--- config.mk ---
export PLATFORM = sky130hd
export DESIGN_NAME = lc3_regfile
export DESIGN_NICKNAME = d
export VERILOG_FILES = /design/src/lc3_pkg.sv /design/src/lc3_regfile.sv
export SDC_FILE = /design/constraint.sdc
export NUM_CORES = 1
export LEC_CHECK = 0
export BUFFER_PORTS_ARGS = -buffer_cell sky130_fd_sc_hd__buf_2
export CORE_UTILIZATION = 64
export DETAILED_ROUTE_END_ITERATION = 10
export PLACE_DENSITY = 0.89
export SYNTH_ARGS = -nofsm -noshare
export SYNTH_HDL_FRONTEND = slang
export SYNTH_SLANG_ARGS = --single-unit
--- constraint.sdc ---
create_clock -name clk_i -period 3.5 [get_ports clk_i]
set_clock_uncertainty 0.05 [all_clocks]
set_input_delay 0.175 -clock clk_i [delete_from_list [all_inputs] [get_ports clk_i]]
set_output_delay 0.175 -clock clk_i [all_outputs]
set_load 0.05 [all_outputs]
--- src/lc3_pkg.sv ---
// Shared types, codes and helpers for the LC-3 execution block.
// No dependencies; every other file of the block imports this package.
`default_nettype none

package lc3_pkg;

  localparam int unsigned WORD_BITS = 16;
  localparam int unsigned NUM_REGS  = 8;
  localparam int unsigned REG_BITS  = 3;
  localparam int unsigned CFG_BITS  = 1;

  localparam logic [WORD_BITS-1:0] START_RESET = 16'd12288;
  localparam logic [WORD_BITS-1:0] HALT_RESET  = 16'd1172;

  localparam logic [CFG_BITS-1:0] CFG_START = 1'b0;
  localparam logic [CFG_BITS-1:0] CFG_HALT  = 1'b1;

  localparam logic [REG_BITS-1:0] LINK_REG = 3'd7;

  localparam logic [1:0] CC_NEG  = 2'd0;
  localparam logic [1:0] CC_ZERO = 2'd1;
  localparam logic [1:0] CC_POS  = 2'd2;

  typedef enum logic [1:0] {
    CMD_LOAD    = 2'd0,
    CMD_READ    = 2'd1,
    CMD_RESTART = 2'd2,
    CMD_EXEC    = 2'd3
  } cmd_e;

  typedef enum logic [3:0] {
    OP_BR   = 4'd0,
    OP_ADD  = 4'd1,
    OP_LD   = 4'd2,
    OP_ST   = 4'd3,
    OP_JSR  = 4'd4,
    OP_AND  = 4'd5,
    OP_LDR  = 4'd6,
    OP_STR  = 4'd7,
    OP_RTI  = 4'd8,
    OP_NOT  = 4'd9,
    OP_LDI  = 4'd10,
    OP_STI  = 4'd11,
    OP_JMP  = 4'd12,
    OP_RES  = 4'd13,
    OP_LEA  = 4'd14,
    OP_TRAP = 4'd15
  } opcode_e;

  typedef enum logic [2:0] {
    ST_IDLE,
    ST_RDWAIT,
    ST_FETCH,
    ST_DECODE,
    ST_MEM1,
    ST_MEM2
  } state_e;

  typedef struct packed {
    cmd_e                 command;
    logic [WORD_BITS-1:0] address;
    logic [WORD_BITS-1:0] data;
  } cmd_t;

  typedef struct packed {
    logic [WORD_BITS-1:0] pc;
    logic [WORD_BITS-1:0] instr;
    logic [1:0]           cond_code;
    logic                 reg_written;
    logic [REG_BITS-1:0]  reg_index;
    logic [WORD_BITS-1:0] reg_value;
    logic [WORD_BITS-1:0] read_data;
    logic                 halted;
  } res_t;

  typedef struct packed {
    logic                 en;
    logic                 we;
    logic [WORD_BITS-1:0] addr;
    logic [WORD_BITS-1:0] wdata;
  } mem_req_t;

  typedef struct packed {
    logic                 rd_en;
    logic [REG_BITS-1:0]  ra;
    logic [REG_BITS-1:0]  rb;
    logic                 we;
    logic [REG_BITS-1:0]  wa;
    logic [WORD_BITS-1:0] wdata;
  } rf_req_t;

  function automatic logic [WORD_BITS-1:0] sext5(input logic [WORD_BITS-1:0] ir);
    return {{11{ir[4]}}, ir[4:0]};
  endfunction

  function automatic logic [WORD_BITS-1:0] sext6(input logic [WORD_BITS-1:0] ir);
    return {{10{ir[5]}}, ir[5:0]};
  endfunction

  function automatic logic [WORD_BITS-1:0] sext9(input logic [WORD_BITS-1:0] ir);
    return {{7{ir[8]}}, ir[8:0]};
  endfunction

  function automatic logic [WORD_BITS-1:0] sext11(input logic [WORD_BITS-1:0] ir);
    return {{5{ir[10]}}, ir[10:0]};
  endfunction

  function automatic logic [1:0] cc_of(input logic [WORD_BITS-1:0] v);
    logic [1:0] cc;
    if (v[WORD_BITS-1]) begin
      cc = CC_NEG;
    end else if (v == '0) begin
      cc = CC_ZERO;
    end else begin
      cc = CC_POS;
    end
    return cc;
  endfunction

endpackage

`default_nettype wire

--- src/lc3_regfile.sv ---
// Eight-entry general register file: one write port, two registered read ports.
// Valid bits make never-written registers read as zero. Depends on lc3_pkg.
`default_nettype none

module lc3_regfile (
  input  wire                                 clk_i,
  input  wire                                 rst_ni,
  input  lc3_pkg::rf_req_t                    req_i,
  output logic [lc3_pkg::WORD_BITS-1:0]       rd_a_o,
  output logic [lc3_pkg::WORD_BITS-1:0]       rd_b_o
);
  import lc3_pkg::*;

  logic [WORD_BITS-1:0] regs_q [NUM_REGS];
  logic [NUM_REGS-1:0]  valid_q;
  logic [WORD_BITS-1:0] rd_a_q;
  logic [WORD_BITS-1:0] rd_b_q;

  always_ff @(posedge clk_i) begin
    if (req_i.we) begin
      regs_q[req_i.wa] <= req_i.wdata;
    end
  end

  always_ff @(posedge clk_i or negedge rst_ni) begin
    if (!rst_ni) begin
      valid_q <= '0;
    end else if (req_i.we) begin
      valid_q[req_i.wa] <= 1'b1;
    end
  end

  // Hold read data until the next read request.
  always_ff @(posedge clk_i) begin
    if (req_i.rd_en) begin
      rd_a_q <= valid_q[req_i.ra] ? regs_q[req_i.ra] : '0;
      rd_b_q <= valid_q[req_i.rb] ? regs_q[req_i.rb] : '0;
    end
  end

  assign rd_a_o = rd_a_q;
  assign rd_b_o = rd_b_q;

endmodule

`default_nettype wire

==> out/metrics.cfg <==
[outcome]
status = complete, no violations

[power_and_ir_drop]
power_uw = 4870
switching_share_pct = 23.8
p_leak_uw = 0.00299
intPower_uw = 3710
peakVddDrop_v = 0.000356
clkPwrFrac_pct = 39.6
p_seq_share_pct = 48.3
power_frac_comb_pct = 12.1
p_sw_uw = 1160
p_per_area_nw_per_um2 = 563

[logic_synthesis]
yosysTopAreaCellShare_pct = 64.6
yosysTopAreaCell = edfxtp_1
ys_seq_elements = 168
ys_types = 15
synth_cells = 345
ys_top_cells_by_area = edfxtp_1 65%, mux4_2 21%, mux2i_1 4.3%, nor2_4 3.0%, dfrtp_1 2.7%
yosysSeqAreaShare_pct = 67.3
synth.avg_cell_area_um2 = 21.6
syn_nets = 374
ys.warnings.count = 0
netlist_area_um2 = 7440

[layout]
diodes = 0
layout.nets = 463
final_util_pct = 78.2
syn_to_final_growth_pct = 16.5
final_layout_size_suffix_gt1_share_pct = 45.2
fillCellCount = 557

[critical_path]
cp.arrival_ns = 2.06
r2r_start = valid_q[2]$_DFFE_PN0P_
path_class = register to register
critPathLaunchType = register
r2r-end = rd_a_o[15]$_SDFFCE_PN0P_
crit_fanout = 16
crit_path_end_kind = register
regToRegSetupSlack_ns = 1.55
slowest_stage = mux4_2
ff2ff_path_depth = 4
slowest_delay_ns = 0.50
cp_cell_sequence = mux4_2 -> mux2i_4 -> buf_4 -> nor2_1
crit_required_ns = 3.61

[global_routing]
grt_max_degree = 34
grt_pass1_vias = 4121
grt_pass1_wl_um = 23300
antenna_found_initial = 0
gr-usage-all-layers_pct = 28.9
grt_overflow = 0

[die]
die_y_um = 110
die_width_um = 110
core_area_um2 = 11100
ios = 61
die_area_um2 = 12100
start_util_pct = 67.1
rows = 38

[job]
drv_cap = 0

[sta]
tightest_slew_ns = 0.931
clock.fmax_mhz = 514
rsz0062_at_grt = no
slew_headroom_pct = 37.9
finalCritPeriodShare_pct = 55.6
hold_viol = 0
tns_ns = 0
setup_viol = 0
setup_ws_ns = 1.55
slew_violations = 0
period_needed_ns = 1.95

[placed_design]
place_ws_ns = 1.13
hpwl_um = 8740
port_buffers = 60
gp_congestion = 0.776

[route]
viasPerCell = 6.74
postRouteAntennaNets = 0
wl_per_cell_um = 26.7
drt-initial-drc-count = 370
dr.pass1.iters = 5
vias = 3959
routed_wl_um = 15700
drc = 0

[clocking]
cts_tree = done
clk_latency_ns = 0.43
cts_made_buffers = 17
clk_pin_slew_ns = 0.06
hold_buffers = 17
postCtsSetupBuffers = 0
max-clock-path-buffers = 2
cts.repair.resized = 0
htree_levels = 4
clock_sinks = 168
cts-root-buf = clkbuf_16

[worst_hold_path]
hold_class = input port to async pin

-- synthesized netlist by cell type, drive strengths merged --
cell type,number
or2,8
nand2,2
dfrtp,8
clkbuf,8
nor3,2
nor2,38
nand2b,3
edfxtp,160
buf,14
mux4,68
mux2i,34
-- logic make-up after synthesis --
family	count (synthesis)	synth area share [%]
buffers and inverters	22	2.09
and+or+nand+nor	53	5.10
muxes	102	25.5
DFF	168	67.3
-- layer usage --
metal / part of all wire [%] / global-route usage [%] / up-vias
met5: 0 / 0 / -
met4: 2.3 / 12.4 / 0
met3: 7.4 / 7.05 / 33
met2: 54 / 48.1 / 227
met1: 36 / 36.5 / 2081
li1: - / - / 1618
-- registers in the layout (all words and copies together), names as in the netlist --
name,cells
rd_a_o,16
valid_q,8
regs_q,128
rd_b_o,16
-- worst max-delay path, delay by kind of cell (launching register included) --
kind | cells | cell delay, ns
buffers and inverters | 1 | 0.43
muxes | 2 | 0.65
DFF | 1 | 0.41
and+or+nand+nor | 1 | 0.12
-- worst max path at each step --
stage	depth (start not counted)	slack [ns]	start	endpoint
finish	4	1.55	valid_q[2]$_DFFE_PN0P_	rd_a_o[15]$_SDFFCE_PN0P_
floorplan	2	1.52	req_i[16]	regs_q[0][0]$_DFFE_PP_
CTS	5	1.52	req_i[23]	rd_a_o[8]$_SDFFCE_PN0P_
detailed placement	5	1.13	req_i[23]	rd_a_o[8]$_SDFFCE_PN0P_
global placement	5	1.19	req_i[23]	rd_a_o[8]$_SDFFCE_PN0P_
global route	5	1.46	req_i[23]	rd_a_o[8]$_SDFFCE_PN0P_
-- layout make-up --
cell class | count | area, um^2 | area share (%)
flip-flops and latches | 168 | 5000 | 57.8
multi-input cells | 155 | 2290 | 26.4
repair buffers | 92 | 583 | 6.73
clock buffers | 19 | 433 | 5.00
clock inverters | 13 | 179 | 2.07
well taps | 140 | 175 | 2.02
-- metrics by stage --
stage               instances  hold slack, ns  area (um^2)
finish                    587          0.0844         8660
global route              587          0.0899         8660
CTS                       587          0.0758         8660
detailed placement        538         -0.0176         7880
global placement          538         -0.0287         7880
floorplan                 345          -0.171         7440
-- power by group through the flow --
stage	clock network [uW]	registers (uW)	logic (uW)
after floorplan	0	2510	269
after global placement	0	2380	560
after detailed placement	0	2390	573
after CTS	1950	2350	595
after global routing	2030	2360	621
final	1930	2350	590
-- placed cells by master, fill, tap and decap left out, types with 15 or more instances in the layout --
cell           count
edfxtp_1         160
mux4_2            68
buf_2             60
mux2i_1           32
nor2_4            20
nor2_1            18
clkbuf_16         17
dlygate4sd3_1     17
buf_4             15
Power figures use the tool's default switching activity.
